<file path="src/odft_pkg.sv">
package odft_pkg;

  // Default build parameters
  localparam int SAMPLES_DEF      = 64;
  localparam int TWIDDLE_BITS_DEF = 16;

  // Frame position width, enough for the largest frame
  localparam int CNT_W = 7;

  // Depth of the queue between front and back
  localparam int QDEPTH = 2;

  // CORDIC constants
  localparam int          CORDIC_STEPS = 30;
  localparam int          VEC_EXTRA    = 12;
  localparam logic [29:0] GAIN_INV     = 30'd652032874;

  // Register index of the configuration port
  localparam logic REG_NEGATE_IMAG = 1'b0;

  // Arctangent of 2^-i in units of 2^32 per turn
  localparam logic [31:0] ATAN_TURNS [CORDIC_STEPS] = '{
    32'h20000000, 32'h12E4051D, 32'h09FB385B, 32'h051111D4, 32'h028B0D43,
    32'h0145D7E1, 32'h00A2F61E, 32'h00517C55, 32'h0028BE53, 32'h00145F2E,
    32'h000A2F98, 32'h000517CC, 32'h00028BE6, 32'h000145F3, 32'h0000A2F9,
    32'h0000517C, 32'h000028BE, 32'h0000145F, 32'h00000A2F, 32'h00000517,
    32'h0000028B, 32'h00000145, 32'h000000A2, 32'h00000051, 32'h00000028,
    32'h00000014, 32'h0000000A, 32'h00000005, 32'h00000002, 32'h00000001
  };

  // One sample as it travels from front to back
  typedef struct packed {
    logic signed [15:0] sample;
    logic [CNT_W-1:0]   n;
    logic               first;
    logic               last;
  } q_item_t;

  // Twiddle by CORDIC rotation, Q1.frac, angle in 2^32 per turn
  function automatic longint tw_calc(input longint angle, input int frac,
                                     input bit want_sin);
    longint x;
    longint y;
    longint z;
    longint nx;
    longint c;
    longint s;
    logic [1:0] quad;
    quad = angle[31:30];
    z = angle & 64'h3FFF_FFFF;
    x = longint'(GAIN_INV);
    y = 0;
    for (int i = 0; i < CORDIC_STEPS; i++) begin
      if (z >= 0) begin
        nx = x - (y >>> i);
        y  = y + (x >>> i);
        z  = z - longint'(ATAN_TURNS[i]);
      end else begin
        nx = x + (y >>> i);
        y  = y - (x >>> i);
        z  = z + longint'(ATAN_TURNS[i]);
      end
      x = nx;
    end
    x = (x + (longint'(1) <<< (29 - frac))) >>> (30 - frac);
    y = (y + (longint'(1) <<< (29 - frac))) >>> (30 - frac);
    case (quad)
      2'd0: begin c = x;  s = y;  end
      2'd1: begin c = -y; s = x;  end
      2'd2: begin c = -x; s = -y; end
      default: begin c = y; s = -x; end
    endcase
    return want_sin ? s : c;
  endfunction

endpackage

</file>
<file path="src/odft_front.sv">
module odft_front #(
  parameter int SAMPLES = odft_pkg::SAMPLES_DEF
) (
  input  logic               clk,
  input  logic               rst_n,
  input  logic               in_valid,
  input  logic signed [15:0] in_sample,
  output logic               in_stall,
  input  logic               q_full,
  output logic               q_push,
  output odft_pkg::q_item_t  q_item
);

  logic [odft_pkg::CNT_W-1:0] count_r;
  logic [odft_pkg::CNT_W-1:0] count_nxt;
  logic                       is_last;

  // Tag each sample with its frame position
  assign is_last  = (count_r == odft_pkg::CNT_W'(SAMPLES - 1));
  assign q_push   = in_valid && !q_full;
  assign in_stall = q_full;

  always_comb begin
    q_item.sample = in_sample;
    q_item.n      = count_r;
    q_item.first  = (count_r == '0);
    q_item.last   = is_last;
  end

  // Advance the frame position, wrap after the last sample
  always_comb begin
    count_nxt = count_r;
    if (q_push) begin
      count_nxt = is_last ? '0 : count_r + 1'b1;
    end
  end

  always_ff @(posedge clk) begin
    if (!rst_n) begin
      count_r <= '0;
    end else begin
      count_r <= count_nxt;
    end
  end

endmodule

</file>
<file path="config.mk">
export PLATFORM = sky130hd
export DESIGN_NAME = odft_front
export DESIGN_NICKNAME = d
export VERILOG_FILES = /design/src/odft_pkg.sv /design/src/odft_front.sv
export SDC_FILE = /design/constraint.sdc
export NUM_CORES = 1
export LEC_CHECK = 0
export BUFFER_PORTS_ARGS = -buffer_cell sky130_fd_sc_hd__buf_4
export CAP_MARGIN = 20
export CORE_UTILIZATION = 38
export CTS_CLUSTER_DIAMETER = 120
export DETAILED_ROUTE_END_ITERATION = 6
export PLACE_DENSITY_LB_ADDON = 0.12
export SLEW_MARGIN = 20
export SYNTH_ARGS = -nofsm -noshare
export SYNTH_HDL_FRONTEND = slang
export SYNTH_SLANG_ARGS = --single-unit
</file>
<file path="constraint.sdc">
create_clock -name clk -period 3.29 [get_ports clk]
set_clock_uncertainty 0.15 [all_clocks]
set_input_delay 0.987 -clock clk [delete_from_list [all_inputs] [get_ports clk]]
set_output_delay 0.987 -clock clk [all_outputs]
set_load 0.005 [all_outputs]
</file>
==> reports/qor.txt, run 1 <==
post-synthesis sequential area ratio -> 26.86%
proportion of layout cells with a drive suffix above 1 -> 31.15%
largest registers -> count_r: 7 flops
Synth async-reset ratio -> 0%
initial antenna violation count -> 0
CTS Buf Count -> 3
CP bufs+invs -> 2
Leak Pwr -> 0.0002310 uW
worst hold slack -> 355.0 ps
Min Clock Period, post-route -> 2700 ps
Syn Nets -> 84
RSZ-0062 raised after global routing -> false
Synth Register Bits -> 7
final WL -> 984 um
WS Path Type -> register to output pin
CP Max Fanout -> 8
status -> complete, no violations
Post-synth EDFFs -> 0
standard-cell rows -> 12
crit end category -> output pin
Initial Util -> 43.99%
nets -> 84
cell depth of the worst hold path -> 1
worst hold path class -> register to register
Resized Gates After CTS -> 0
Mapped Cells -> 62
met2 routed WL -> 422 um
Sink Count -> 7
port bufs -> 14
Max Cap Viol -> 0
Setup TNS Final -> 0 ps
hold_sp -> count_r[6]$_SDFFE_PN0P_
Crit Reg-Reg Startpoint -> count_r[1]$_SDFFE_PN0P_
max FFs per register -> 7
Detailed Route Iter0 Violations -> 4
Finished Layout Cells -> 75
footprint of the multi-input gates -> 224.0 um2
slew margin rel. -> 77.87%
Final GP Congestion -> 0.7680
synth warn -> 0
largest register by flop count -> count_r
vias in the first global route -> 322
Die W -> 39.06 um
r2r endpoint -> count_r[4]$_SDFFE_PN0P_
highest metal used -> met4
met3 WL post-DR -> 136 um
CP Cell Sequence -> inv_1 > ha_1 > or4b_1 > nor3_2 > buf_4
Tot Pwr -> 187.0 uW
Syn Area/Cell -> 8.415 um2
reg2reg setup slack -> 1770 ps
Most used DFF post-synth -> dfxtp_1
Overflow after GRT -> 0
Met1 Wirelength -> 417 um
antenna-violating nets left -> 0
hold_buf cts -> 0
TritonCTS clock tree -> yes
post-route clock period utilization -> 82.08%
Setup Fix Bufs, Post-CTS -> 0
GRT Total Usage -> 14.88%
Post-route DRC -> 0
Pins Over Slew Limit -> 0
largest net degree at the start of global routing -> 10
clk buf depth -> 2
# diodes -> 0
total iterations of the first detailed-routing run -> 4
Via density -> 5.427
Tightest Pin Transition -> 331.5 ps
WHS Endpoint -> count_r[6]$_SDFFE_PN0P_
final setup fails -> 0
die area -> 0.001525 mm2
Syn Std Cell Area -> 521.8 um2
Area growth, synth to finish -> 1.199%
core area -> 0.001186 mm2
Critical Path RT -> 2150 ps
clock root buffer master -> clkbuf_4
peak per-stage delay on the critical path -> 450 ps
P per Cell Area -> 354.2 mW/mm2
CTS clk-pin slew, worst paths -> 50 ps
height of the die -> 39.06 um
Critical Path Slowest Stage Cell -> or4b_1
Worst EP arrival -> 1560 ps
Yosys cell types -> 23
Reg2Reg Depth -> 4
Fmax achieved -> 0.3703 GHz
Clk Latency, worst-skew pair -> 250 ps
CP Launch Type -> register
sequential cell area -> 140.1 um2
first-pass GRT wire length -> 1428 um
Placed Instances -> 71
WL/cell -> 13.12 um
Worst path top cell family by delay -> simple AND/OR/NAND/NOR gates
Vias -> 407
Fill cells -> 116
peak supply drop -> 0.2494 mV
H-Tree Depth -> 1
Final Hold Violating Endpoints -> 0
I/O pin count -> 47
[cells in the final DEF, fill, tap and decap left out]
cell type | synthesis | layout
a21oi_1 | 3 | 3
a311oi_1 | 2 | 2
a41oi_1 | 2 | 2
and3_1 | 1 | 1
buf_4 | 19 | 14
clkbuf_1 | 0 | 1
clkbuf_4 | 0 | 3
dfxtp_1 | 7 | 7
ha_1 | 2 | 2
inv_1 | 4 | 4
nand2_1 | 4 | 4
nand2b_1 | 1 | 1
nand2b_4 | 1 | 1
nand3_1 | 2 | 2
nand3b_1 | 1 | 1
nand4_1 | 1 | 1
nor2_1 | 2 | 2
nor3_2 | 1 | 1
o211a_1 | 1 | 1
o211ai_1 | 2 | 2
o21ai_0 | 2 | 2
o22ai_1 | 1 | 1
or3_1 | 1 | 1
or4b_1 | 1 | 1
xor2_1 | 1 | 1
[worst max-delay path by stage]
| stage | start | to | slack [ps] | depth (start not counted) |
|---|---|---|---|---|
| final | count_r[0]$_SDFFE_PN0P_ | q_item[1] | 590 | 5 |
| after floorplan | q_full | q_push | 900 | 2 |
| after global routing | count_r[0]$_SDFFE_PN0P_ | q_item[1] | 490 | 5 |
| after detailed placement | q_full | q_push | 600 | 4 |
| after global placement | q_full | q_push | 600 | 4 |
| after CTS | count_r[0]$_SDFFE_PN0P_ | q_item[1] | 580 | 5 |
[layer usage]
layer / track usage (%) / vias to the layer above
met1: 15.46 / 175
met4: 7.759 / 0
li1: - / 198
met5: 0 / -
met2: 21.25 / 32
met3: 11.56 / 2
[metrics by stage]
stage,util (%),instance area (um2),setup WS [ps]
CTS,44.51,528.0,579.9
global placement,42.30,501.7,604.6
finish,44.51,528.0,589.7
global route,44.51,528.0,493.1
floorplan,-,521.8,904.1
detailed placement,42.30,501.7,601.8
[worst reg2reg max path: stages, from the launching register on]
cell and delay [ps]:
dfxtp_1 460, ha_1 220, nand3b_1 150, or3_1 330
a21oi_1 130
[report_power, final]
group          internal (uW)  total [uW]  switching (uW)
combinational           10.6        19.0            8.35
clock                   46.4        79.4            33.1
sequential              86.1        88.6            2.54
[synthesized netlist by cell type (all sizes together) (2+ instances only)]
cell / instances / share of area [%]
a311oi: 2 / 3.4
nand3: 2 / 1.9
o21ai: 2 / 1.9
inv: 4 / 2.9
nor2: 2 / 1.4
nand2b: 2 / 3.8
o211ai: 2 / 2.9
dfxtp: 7 / 27
ha: 2 / 4.8
a41oi: 2 / 3.4
nand2: 4 / 2.9
buf: 19 / 27
a21oi: 3 / 2.9
[cell families after synthesis]
group / share of synthesized area, %
DFF: 26.86
and+or+nand+nor: 18.95
xor gates and xnor gates: 1.679
adders and majority gates: 4.795
buffers and inverters: 30.22
AOI/OAI and AO/OA: 17.51
[final cells by class]
cell class | instances | area share (%)
clock buffers | 4 | 4.976
inverters | 4 | 2.844
multi-input cells | 32 | 42.42
flip-flops and latches | 7 | 26.54
well taps | 14 | 3.318
repair buffers | 14 | 19.91
No activity file was read; power rests on OpenSTA's default activity.
==> run 2, diff against run 1 <==
--- a/config.mk
+++ b/config.mk
@@ -7,7 +7,7 @@
 export LEC_CHECK = 0
 export BUFFER_PORTS_ARGS = -buffer_cell sky130_fd_sc_hd__buf_4
 export CAP_MARGIN = 20
-export CORE_UTILIZATION = 38
+export CORE_UTILIZATION = 32
 export CTS_CLUSTER_DIAMETER = 120
 export DETAILED_ROUTE_END_ITERATION = 6
 export PLACE_DENSITY_LB_ADDON = 0.12
==> constraint.sdc (replaced) <==
create_clock -name clk -period 2.3 [get_ports clk]
set_clock_uncertainty 0.15 [all_clocks]
set_input_delay 0.69 -clock clk [delete_from_list [all_inputs] [get_ports clk]]
set_output_delay 0.69 -clock clk [all_outputs]
set_load 0.005 [all_outputs]
==> reports/qor.txt, run 2 (synthesized netlist as in run 1, its figures left out) <==
Die W -> 42.38 um (+8.5%)
peak supply drop -> 0.2325 mV (-6.8%)
Sink Count -> 7 (unchanged)
H-Tree Depth -> 1 (unchanged)
antenna-violating nets left -> 0 (unchanged)
final WL -> 1116 um (+13%)
Via density -> 5.309 (-2.2%)
Final GP Congestion -> 0.7647 (-0.43%)
RSZ-0062 raised after global routing -> true
clk buf depth -> 2 (unchanged)
Clk Latency, worst-skew pair -> 250 ps (about the same)
Comb pwr share -> 13.7% (+3.6 points)
crit end category -> output pin
Initial Util -> 34.63% (-9.4 points)
Tightest Pin Transition -> 335.8 ps (+4.320 ps)
Final Hold Violating Endpoints -> 0 (unchanged)
Placed Instances -> 77 (+8.5%)
Min Clock Period, post-route -> 2289 ps
P per Cell Area -> 486.1 mW/mm2 (+37%)
Leak Pwr -> 0.0002528 uW (+9.4%)
Worst EP arrival -> 1450 ps (-110 ps)
TritonCTS clock tree -> yes
Switch Pwr -> 70.35 uW (+60%)
sequential cell area -> 142.6 um2 (+1.8%)
Setup Fix Bufs, Post-CTS -> 0 (unchanged)
vias in the first global route -> 383 (+19%)
cell depth of the worst hold path -> 1 (unchanged)
Final Core Density -> 38.46% (-6.1 points)
CTS clk-pin slew, worst paths -> 60 ps (about the same)
CP Max Fanout -> 2 (-6)
Fmax achieved -> 0.4369 GHz
max FFs per register -> 7 (unchanged)
Vias -> 430 (+5.7%)
GRT Total Usage -> 13.17% (-1.7 points)
post-route clock period utilization -> 99.53%
Fill cells -> 162 (+40%)
switching share of power -> 24.98% (+1.5 points)
largest net degree at the start of global routing -> 10 (unchanged)
WS Path Type -> register to output pin
worst hold path class -> register to register
Critical Path RT -> 1460 ps (-690 ps)
hold_buf cts -> 0 (unchanged)
Finished Layout Cells -> 81 (+8.0%)
CTS Buf Count -> 3 (unchanged)
proportion of layout cells with a drive suffix above 1 -> 44.62% (+13 points)
Detail Placement HPWL -> 793.9 um
Pins Over Slew Limit -> 0 (unchanged)
slew margin rel. -> 77.58% (-0.29 points)
nets -> 88 (+4.8%)
Clk pwr share -> 42.0% (-0.5 points)
Reg2Reg Depth -> 5 (+1)
initial antenna violation count -> 0 (unchanged)
most common cell after layout, fill and taps aside -> buf_4
Cell Area, Placed -> 534.3 um2 (+6.5%)
status -> complete, no violations
die area -> 0.001796 mm2 (+18%)
# diodes -> 0 (unchanged)
Flop pwr share -> 44.2% (-3.2 points)
Global Route met2 Usage -> 17.23% (-4.0 points)
footprint of the multi-input gates -> 240.2 um2 (+7.3%)
largest registers -> count_r: 7 flops
largest register by flop count -> count_r
final instance area -> 579.3 um2 (+9.7%)
CP Launch Type -> register
met3 GRT Util -> 3.879% (-7.7 points)
I/O pin count -> 47 (unchanged)
final setup fails -> 0 (unchanged)
Internal -> 211.3 uW (+48%)
WL/cell -> 13.78 um (+5.0%)
most frequent cells in the layout -> buf_4 (18), dfxtp_1 (5), nand2_1 (4)
Detailed Route Iter0 Violations -> 7 (+3)
height of the die -> 42.38 um (+8.5%)
clock root buffer master -> clkbuf_4
Area growth, synth to finish -> 11.03%
Tot Pwr -> 281.6 uW (+51%)
Post-route DRC -> 0 (unchanged)
Max Cap Viol -> 0 (unchanged)
standard-cell rows -> 14 (+2)
total iterations of the first detailed-routing run -> 4 (unchanged)
core area -> 0.001506 mm2 (+27%)
Overflow after GRT -> 0 (unchanged)
port bufs -> 14 (unchanged)
GR Layer Usage met1 -> 18.04% (+2.6 points)
first-pass GRT wire length -> 1766 um (+24%)
global routing's busiest layer -> met1
-- run 2: layer usage --
| metal | up-vias | share of wire, % |
|---|---|---|
| met4 | 0 | 1.7 |
| met3 | 4 | 7.1 |
| met1 | 203 | 48 |
| met2 | 16 | 43 |
| li1 | 207 | - |
| met5 | - | 0 |
-- run 2: worst max-delay path, cell delays in order, from the launching register on --
cell and delay [ps]:
dfxtp_2 330, inv_2 70, ha_4 120, or4b_4 440, nor3_2 100, buf_4 130
-- run 2: layout make-up --
type / count / share of cell area, %
flip-flops and latches: 7 / 24.62
well taps: 16 / 3.456
repair buffers: 18 / 23.33
multi-input cells: 32 / 41.47
inverters: 4 / 2.592
clock buffers: 4 / 4.536
-- run 2: power by group through the flow --
stage	Combinational (uW)	Clock [uW]	Sequential, uW
6_report	38.7	118	125
5_1_grt	42.0	128	125
4_1_cts	36.2	120	124
3_5_place_dp	35.0	0	127
3_3_place_gp	34.8	0	127
2_1_floorplan	36.3	0	128
-- run 2: path summary, 6_finish.rpt --
kind | endpoint | slack (ps) | from
setup / recovery | q_item[1] | 10 | count_r[0]$_SDFFE_PN0P_
setup reg to reg | count_r[4]$_SDFFE_PN0P_ | 820 | count_r[0]$_SDFFE_PN0P_
hold reg to reg | count_r[6]$_SDFFE_PN0P_ | 380 | count_r[6]$_SDFFE_PN0P_
hold / removal | count_r[6]$_SDFFE_PN0P_ | 380 | count_r[6]$_SDFFE_PN0P_
-- run 2: timing repair --
action	4_1_cts	5_1_grt
setup endpoints to repair	1	1
pin swaps	0	0
cloned	0	0
resized for setup	1	6
endpoints found under the hold margin	0	0
-- run 2: metrics by stage --
stage                     hold slack, ps  setup WS [ps]  TNS (ps)
after CTS                          383.4         -7.702    -7.702
after detailed placement           370.7          268.6         0
after floorplan                    341.8          333.0         0
after global placement             373.1          284.0         0
final                              379.7          10.92         0
after global routing               394.0         -52.29    -52.29
