==> src/odft_pkg.sv <==
package odft_pkg;

  // Default build parameters
  localparam int SAMPLES_DEF      = 64;
  localparam int TWIDDLE_BITS_DEF = 16;

  // Frame position width, enough for the largest frame
  localparam int CNT_W = 7;

  // Depth of the queue between front and back
  localparam int QDEPTH = 2;

  // CORDIC constants
  localparam int          CORDIC_STEPS = 30;
  localparam int          VEC_EXTRA    = 12;
  localparam logic [29:0] GAIN_INV     = 30'd652032874;

  // Register index of the configuration port
  localparam logic REG_NEGATE_IMAG = 1'b0;

  // Arctangent of 2^-i in units of 2^32 per turn
  localparam logic [31:0] ATAN_TURNS [CORDIC_STEPS] = '{
    32'h20000000, 32'h12E4051D, 32'h09FB385B, 32'h051111D4, 32'h028B0D43,
    32'h0145D7E1, 32'h00A2F61E, 32'h00517C55, 32'h0028BE53, 32'h00145F2E,
    32'h000A2F98, 32'h000517CC, 32'h00028BE6, 32'h000145F3, 32'h0000A2F9,
    32'h0000517C, 32'h000028BE, 32'h0000145F, 32'h00000A2F, 32'h00000517,
    32'h0000028B, 32'h00000145, 32'h000000A2, 32'h00000051, 32'h00000028,
    32'h00000014, 32'h0000000A, 32'h00000005, 32'h00000002, 32'h00000001
  };

  // One sample as it travels from front to back
  typedef struct packed {
    logic signed [15:0] sample;
    logic [CNT_W-1:0]   n;
    logic               first;
    logic               last;
  } q_item_t;

  // Twiddle by CORDIC rotation, Q1.frac, angle in 2^32 per turn
  function automatic longint tw_calc(input longint angle, input int frac,
                                     input bit want_sin);
    longint x;
    longint y;
    longint z;
    longint nx;
    longint c;
    longint s;
    logic [1:0] quad;
    quad = angle[31:30];
    z = angle & 64'h3FFF_FFFF;
    x = longint'(GAIN_INV);
    y = 0;
    for (int i = 0; i < CORDIC_STEPS; i++) begin
      if (z >= 0) begin
        nx = x - (y >>> i);
        y  = y + (x >>> i);
        z  = z - longint'(ATAN_TURNS[i]);
      end else begin
        nx = x + (y >>> i);
        y  = y - (x >>> i);
        z  = z + longint'(ATAN_TURNS[i]);
      end
      x = nx;
    end
    x = (x + (longint'(1) <<< (29 - frac))) >>> (30 - frac);
    y = (y + (longint'(1) <<< (29 - frac))) >>> (30 - frac);
    case (quad)
      2'd0: begin c = x;  s = y;  end
      2'd1: begin c = -y; s = x;  end
      2'd2: begin c = -x; s = -y; end
      default: begin c = y; s = -x; end
    endcase
    return want_sin ? s : c;
  endfunction

endpackage

==> src/odft_fifo.sv <==
module odft_fifo (
  input  logic              clk,
  input  logic              rst_n,
  input  logic              push,
  input  odft_pkg::q_item_t push_item,
  input  logic              pop,
  output odft_pkg::q_item_t pop_item,
  output logic              empty,
  output logic              full
);

  localparam int PTR_W = $clog2(odft_pkg::QDEPTH);

  odft_pkg::q_item_t entries_r [odft_pkg::QDEPTH];
  logic [PTR_W-1:0]  wr_ptr_r;
  logic [PTR_W-1:0]  rd_ptr_r;
  logic [PTR_W:0]    cnt_r;

  assign empty    = (cnt_r == '0);
  assign full     = (cnt_r == (PTR_W+1)'(odft_pkg::QDEPTH));
  assign pop_item = entries_r[rd_ptr_r];

  // Hold entries
  always_ff @(posedge clk) begin
    if (push) begin
      entries_r[wr_ptr_r] <= push_item;
    end
  end

  // Advance pointers and count
  always_ff @(posedge clk) begin
    if (!rst_n) begin
      wr_ptr_r <= '0;
      rd_ptr_r <= '0;
      cnt_r    <= '0;
    end else begin
      if (push) begin
        wr_ptr_r <= (wr_ptr_r == PTR_W'(odft_pkg::QDEPTH - 1)) ? '0 : wr_ptr_r + 1'b1;
      end
      if (pop) begin
        rd_ptr_r <= (rd_ptr_r == PTR_W'(odft_pkg::QDEPTH - 1)) ? '0 : rd_ptr_r + 1'b1;
      end
      if (push && !pop) begin
        cnt_r <= cnt_r + 1'b1;
      end else if (pop && !push) begin
        cnt_r <= cnt_r - 1'b1;
      end
    end
  end

endmodule

==> config.mk <==
export PLATFORM = sky130hd
export DESIGN_NAME = odft_fifo
export DESIGN_NICKNAME = d
export VERILOG_FILES = /design/src/odft_pkg.sv /design/src/odft_fifo.sv
export SDC_FILE = /design/constraint.sdc
export NUM_CORES = 1
export LEC_CHECK = 0
export CORE_ASPECT_RATIO = 0.8
export CORE_MARGIN = 8
export CORE_UTILIZATION = 40
export DETAILED_ROUTE_END_ITERATION = 8
export DONT_BUFFER_PORTS = 1
export SLEW_MARGIN = 0
export SYNTH_ARGS = -nofsm -noshare
export SYNTH_HDL_FRONTEND = slang
export SYNTH_SLANG_ARGS = --single-unit
==> constraint.sdc <==
create_clock -name clk -period 4.48 [get_ports clk]
set_input_delay 0.896 -clock clk [delete_from_list [all_inputs] [get_ports clk]]
set_output_delay 0.896 -clock clk [all_outputs]
set_load 0.1 [all_outputs]
==> load_flow_metrics.sql, run 1 <==
INSERT INTO impl_metrics (metric_group, metric, value, unit) VALUES
('finish', 'synthToLayoutAreaGrowth', '8.911', '%'),
('sta', 'final.setup.worst_slack', '1.585', 'ns'),
('flow_run', 'timing.max_cap.violations', '0', ''),
('hold_path', 'hp-class', 'reg -> reg', ''),
('route', 'ant_nets', '0', ''),
('placed_design', 'gp_congestion', '0.6395', ''),
('die', 'num_rows', '23', ''),
('clock_tree', 'cts.clk_slew.worst_paths', '0.08', 'ns'),
('yosys', 'synth-simple-area-share', '0.02785', ''),
('route', 'routed_length_per_instance', '19.73', 'um'),
('yosys', 'yosys_register_bits', '55', ''),
('global_route', 'grt_start_max_net_pins', '27', ''),
('sta', 'worst_clock_skew', '0.005140', 'ns'),
('status', 'outcome', 'finished, final reports clean', ''),
('global_route', 'grt_pass1_vias', '931', ''),
('sta', 'finalWorstPathRequiredPeriod', '2.895', 'ns'),
('yosys', 'gate_count_of_the_mapped_netlist', '100', ''),
('yosys', 'synth_mux_area_frac', '0.1392', ''),
('power_and_ir_drop', 'combinationalPowerShare', '0.222', ''),
('yosys', 'post_synth_xor_area_fraction', '0.01300', ''),
('route', 'dr_total_vias', '836', ''),
('die', 'boundaryPins', '56', ''),
('finish', 'layout-drive-gt1-share', '0.3396', ''),
('placed_design', 'placed_instances', '161', ''),
('die', 'die_width', '95.49', 'um'),
('sta', 'max-slew-margin-rel', '0.2902', ''),
('worst_setup_path', 'cp_num_buf_inv', '0', ''),
('finish', 'final_antenna_diode_count', '0', ''),
('die', 'die_area', '7600', 'um^2'),
('yosys', 'synth_top_cell_by_area', 'edfxtp_1', ''),
('global_route', 'grt_pass1_wl', '5064', 'um'),
('worst_setup_path', 'cp_data_required_time', '3.58', 'ns'),
('global_route', 'grt_usage', '0.09239', ''),
('sta', 'finalMaxSlewViolations', '0', ''),
('worst_setup_path', 'r2r_start', 'wr_ptr_r', ''),
('clock_tree', 'cts-hold-fix-buffers', '0', ''),
('worst_setup_path', 'cpPeakStageDelay', '1.01', 'ns'),
('power_and_ir_drop', 'power.total', '1.169', 'mW'),
('power_and_ir_drop', 'internal-power', '0.7907', 'mW'),
('worst_setup_path', 'path_class', 'reg -> out', ''),
('finish', 'post_layout_nonfiller_instances', '168', ''),
('clock_tree', 'cts_max_path_buffers', '2', ''),
('clock_tree', 'numCtsBuffers', '5', ''),
('worst_setup_path', 'timing.reg2reg.worst_path_depth', '2', ''),
('worst_setup_path', 'crit_path_max_fanout', '25', ''),
('yosys', 'synth.yosys.warnings', '0', ''),
('worst_setup_path', 'crit_path_cell_trace', 'mux2_2', ''),
('route', 'drt_drc_violations_left', '0', ''),
('yosys', 'seq_area_frac_synth', '0.7921', ''),
('yosys', 'synth_fa_ha_area_frac', '0.006188', ''),
('sta', 'tightestPinTransition', '1.064', 'ns'),
('yosys', 'synth_cell_types', '17', ''),
('power_and_ir_drop', 'p_switching', '0.3783', 'mW'),
('clock_tree', 'cts-root-buf', 'clkbuf_8', ''),
('power_and_ir_drop', 'clock_power_share', '0.259', ''),
('yosys', 'post_synthesis_compound_gate_area_fraction', '0.009901', ''),
('hold_path', 'worstHoldPathCells', '2', ''),
('power_and_ir_drop', 'sequentialPowerShare', '0.519', ''),
('power_and_ir_drop', 'worst_ir_drop_vdd', '202.9', 'uV'),
('worst_setup_path', 'worstReg2RegEnd', 'entries_r[1][23]', ''),
('worst_setup_path', 'regToRegSetupSlack', '3.28', 'ns'),
('hold_path', 'min_delay_worst_endpoint', 'cnt_r[1]', ''),
('finish', 'layout.nets', '136', ''),
('global_route', 'globalRoute.totalOverflow', '0', ''),
('power_and_ir_drop', 'power.density_cell_area', '530.8', 'nW/um^2'),
('clock_tree', 'cts_htree_levels', '2', ''),
('worst_setup_path', 'cp_data_arrival_time', '2.00', 'ns'),
('yosys', 'netlist.area_leader.share', '0.7426', ''),
('placed_design', 'placement.setup.worst_slack', '1.821', 'ns'),
('sta', 'fin_worst_hold_slack', '0.5329', 'ns'),
('worst_setup_path', 'crit_family', 'flip-flops', '');
metal layers:
| metal | global-route usage | wire length, um | vias to the layer above |
|---|---|---|---|
| met5 | 0 | 0 | - |
| met3 | 0.06391 | 450 | 5 |
| met2 | 0.1515 | 1736 | 30 |
| met1 | 0.08367 | 1082 | 413 |
| met4 | 0.05054 | 45 | 0 |
| li1 | - | - | 388 |
cell families (layout without fill, tap and decap cells):
group / Yosys count / in the layout
DFF: 55 / 55
muxes: 25 / 25
and+or+nand+nor: 9 / 9
buffers and inverters: 4 / 10
AOI/OAI and AO/OA: 3 / 3
xor gates and xnor gates: 3 / 3
adders and majority gates: 1 / 1
cells in the mapped netlist:
cell and n:
a21boi_1 1, and2_1 4, and2b_2 1, buf_2 1, buf_4 2, dfxtp_1 5
edfxtp_1 50, ha_1 1, inv_1 1, mux2_2 25, nor2_1 1, nor2b_1 2
o21a_1 1, o21ai_0 1, or3_1 1, xnor2_1 1, xor2_1 2
worst register-to-register path: stages (launching register included):
cell	delay, ns
dfxtp_1	0.36
and2_1	0.18
buf_4	0.33
flip-flops by register name, indices dropped and copies added (netlist names), named ones only:
signal / cells
rd_ptr_r: 1
entries_r: 50
cnt_r: 2
wr_ptr_r: 1
worst max-delay path by stage:
stage                            endpoint  startpoint  cells after the start  slack (ns)
after global routing         pop_item[21]    register                      1        1.41
after global placement        pop_item[2]    register                      1        1.86
final                        pop_item[21]    register                      1        1.59
after detailed placement      pop_item[2]    register                      1        1.82
after CTS                     pop_item[2]    register                      1        1.48
after floorplan           entries_r[0][0]        push                      1        1.99
metrics by stage:
step           instance area (um^2)  utilization
2_1_floorplan                  2022            -
3_3_place_gp                   2100       0.4242
3_5_place_dp                   2100       0.4242
4_1_cts                        2202       0.4449
5_1_grt                        2202       0.4449
6_report                       2202       0.4449
power groups by stage:
stage          registers [mW]  clock network (mW)  logic, mW
4_1_cts                 0.609               0.313      0.263
2_1_floorplan           0.609                   0      0.257
3_3_place_gp            0.618                   0      0.261
5_1_grt                 0.612               0.331      0.266
3_5_place_dp            0.620                   0      0.262
6_report                0.607               0.302      0.259
area by class of cell:
cell class | count | area, um^2
Multi-Input combinational cell | 41 | 401.6
Fill cell | 434 | 2748
Timing Repair Buffer | 2 | 15.01
Inverter | 1 | 3.754
Sequential cell | 55 | 1602
Clock inverter | 1 | 30.03
Tap cell | 62 | 77.57
Clock buffer | 6 | 72.57
(Power assumes the default switching activity.)
==> run 2, diff against run 1 <==
clock period = 3 ns   (was 4.48 ns; I/O delays follow)
==> load_flow_metrics.sql, run 2 (synthesized netlist as in run 1, its figures left out) <==
INSERT INTO impl_metrics (metric_group, metric, value, unit) VALUES
('status', 'outcome', 'finished, final reports clean', ''),
('worst_setup_path', 'r2r_start', 'wr_ptr_r', ''),
('placed_design', 'placement.setup.worst_slack', '1.098', 'ns'),
('flow_run', 'timing.max_cap.violations', '0', ''),
('die', 'num_rows', '23', ''),
('finish', 'layout-drive-gt1-share', '0.3519', ''),
('clock_tree', 'cts.repair_timing.setup_buffer_count', '0', ''),
('global_route', 'globalRoute.totalOverflow', '0', ''),
('clock_tree', 'sinks_on_clock_net', '55', ''),
('clock_tree', 'cts-hold-fix-buffers', '0', ''),
('global_route', 'grt_usage', '0.09040', ''),
('sta', 'finalMaxSlewViolations', '0', ''),
('sta', 'final.setup.worst_slack', '0.7835', 'ns'),
('clock_tree', 'cts-root-buf', 'clkbuf_8', ''),
('die', 'boundaryPins', '56', ''),
('worst_setup_path', 'worstReg2RegEnd', 'entries_r[1][23]', ''),
('sta', 'final-hold-violation-count', '0', ''),
('global_route', 'grt_pass1_vias', '954', ''),
('clock_tree', 'cts_tree', 'built', ''),
('worst_setup_path', 'path_class', 'reg -> out', ''),
('finish', 'post-route-cell-area', '2217', 'um^2'),
('sta', 'worst_clock_skew', '0.003424', 'ns'),
('clock_tree', 'cts_htree_levels', '2', ''),
('route', 'drt_drc_violations_left', '0', ''),
('sta', 'timing.final.setup_violations', '0', ''),
('placed_design', 'detailed_place_hpwl', '2374', 'um'),
('worst_setup_path', 'crit_path_cell_trace', 'buf_4 -> mux2_2', ''),
('worst_setup_path', 'crit_path_max_fanout', '23', ''),
('global_route', 'grt_start_max_net_pins', '27', ''),
('clock_tree', 'cts_max_path_buffers', '2', ''),
('sta', 'final.setup.tns', '0', 'ns'),
('finish', 'final_antenna_diode_count', '0', ''),
('route', 'dr_total_vias', '861', ''),
('finish', 'largest_register_ff_count', '50', ''),
('hold_path', 'hp-class', 'in -> reg', ''),
('finish', 'layout_commonest_cell', 'edfxtp_1', ''),
('die', 'die_area', '7600', 'um^2'),
('route', 'routed_length_per_instance', '19.64', 'um'),
('worst_setup_path', 'cpPeakStageDelay', '0.60', 'ns'),
('route', 'dr.first_iter.drc_count', '30', ''),
('worst_setup_path', 'regToRegSetupSlack', '1.77', 'ns'),
('worst_setup_path', 'cp_num_buf_inv', '1', ''),
('finish', 'largest-register', 'entries_r', ''),
('power_and_ir_drop', 'worst_ir_drop_vdd', '348.8', 'uV'),
('die', 'die_height', '79.59', 'um'),
('global_route', 'initial_antenna_violation_count', '0', ''),
('worst_setup_path', 'timing.reg2reg.worst_path_depth', '2', ''),
('finish', 'mostFrequentLayoutCells', 'edfxtp_1 (50), mux2_2 (25), dfxtp_1 (5), clkbuf_8 (5)', ''),
('worst_setup_path', 'critical_path.startpoint_type', 'register', ''),
('worst_setup_path', 'cp_data_required_time', '2.40', 'ns'),
('sta', 'finalWorstPathRequiredPeriod', '2.216', 'ns'),
('power_and_ir_drop', 'leakagePower', '0.7342', 'nW'),
('sta', 'tightestPinTransition', '0.5267', 'ns'),
('finish', 'largest_registers', 'entries_r: 50 flops, cnt_r: 2 flops', ''),
('route', 'routed_wl', '3339', 'um'),
('route', 'dr.pass1.iters', '4', ''),
('worst_setup_path', 'endpoint_kind', 'output port', ''),
('worst_setup_path', 'crit_family', 'multiplexers', ''),
('route', 'ant_nets', '0', ''),
('clock_tree', 'clk-insertion-delay-late', '0.29', 'ns'),
('hold_path', 'worstHoldPathCells', '0', ''),
('die', 'floorplan.initialDensity', '0.4085', ''),
('placed_design', 'gp_congestion', '0.6442', ''),
('hold_path', 'worst_hold_startpoint', 'push_item[4]', ''),
('sta', 'max-slew-margin-rel', '0.6504', ''),
('power_and_ir_drop', 'power.density_cell_area', '789.8', 'nW/um^2'),
('finish', 'synthToLayoutAreaGrowth', '9.654', '%'),
('worst_setup_path', 'critPathSlowestCell', 'mux2_2', ''),
('worst_setup_path', 'cp_data_arrival_time', '1.62', 'ns'),
('die', 'die_width', '95.49', 'um'),
('sta', 'rsz0062_at_grt', 'no', ''),
('global_route', 'grt_pass1_wl', '4981', 'um'),
('sta', 'timing.fmax', '451.2', 'MHz'),
('finish', 'layout.nets', '138', ''),
('clock_tree', 'numCtsBuffers', '5', ''),
('hold_path', 'min_delay_worst_endpoint', 'entries_r[0][4]', ''),
('placed_design', 'placed_area', '2115', 'um^2'),
('clock_tree', 'ctsResizeCount', '0', ''),
('clock_tree', 'cts.clk_slew.worst_paths', '0.09', 'ns'),
('die', 'core', '4950', 'um^2'),
('sta', 'final.period_utilization', '0.7388', ''),
('route', 'drt-vias-per-instance', '5.065', ''),
('placed_design', 'numPortBuffers', '0', '');
run 2: cell count changes in the layout (fill, tap and decap cells not counted), sizes merged:
| cell | previous run | this run |
|---|---|---|
| buf | 2 | 4 |
run 2: cell type report:
class,count,area [um^2]
Clock buffer,6,72.57
Clock inverter,1,30.03
Inverter,1,3.754
Sequential cell,55,1602
Timing Repair Buffer,4,30.03
Fill cell,444,2733
Tap cell,62,77.57
Multi-Input combinational cell,41,401.6
run 2: where the power goes:
part / switching [mW] / total, mW / leakage (nW) / internal, mW
sequential: 0.0144 / 0.896 / 0.511 / 0.882
combinational: 0.346 / 0.405 / 0.172 / 0.0593
clock: 0.205 / 0.450 / 0.0513 / 0.245
total: 0.565 / 1.75 / 0.734 / 1.19
run 2: worst max path at each step:
stage               cells past startpoint         endpoint  slack (ns)
floorplan                               1  entries_r[0][0]        0.81
global placement                        2      pop_item[2]        1.14
global route                            2     pop_item[12]        0.70
CTS                                     2      pop_item[2]        0.76
detailed placement                      2      pop_item[2]        1.10
finish                                  2      pop_item[2]        0.78
run 2: worst register-to-register path: stages (launching register included):
cell	delay, ns
dfxtp_1	0.36
and2_1	0.20
buf_4	0.34
run 2: per-stage QoR:
| step | util | power (mW) | hold WS, ns | std cells |
|---|---|---|---|---|
| after CTS | 0.4479 | 1.776 | 0.3837 | 170 |
| after floorplan | - | 1.292 | 0.4662 | 100 |
| after detailed placement | 0.4272 | 1.324 | 0.5056 | 163 |
| final | 0.4479 | 1.751 | 0.3969 | 170 |
| after global placement | 0.4272 | 1.318 | 0.4855 | 163 |
| after global routing | 0.4479 | 1.810 | 0.3739 | 170 |
run 2: per-layer routing:
layer | share of wire | GRT usage | up-vias
li1 | - | - | 393
met4 | 0.015 | 0.04594 | 0
met1 | 0.33 | 0.08250 | 429
met3 | 0.13 | 0.05733 | 7
met2 | 0.52 | 0.1529 | 32
met5 | 0 | 0 | -
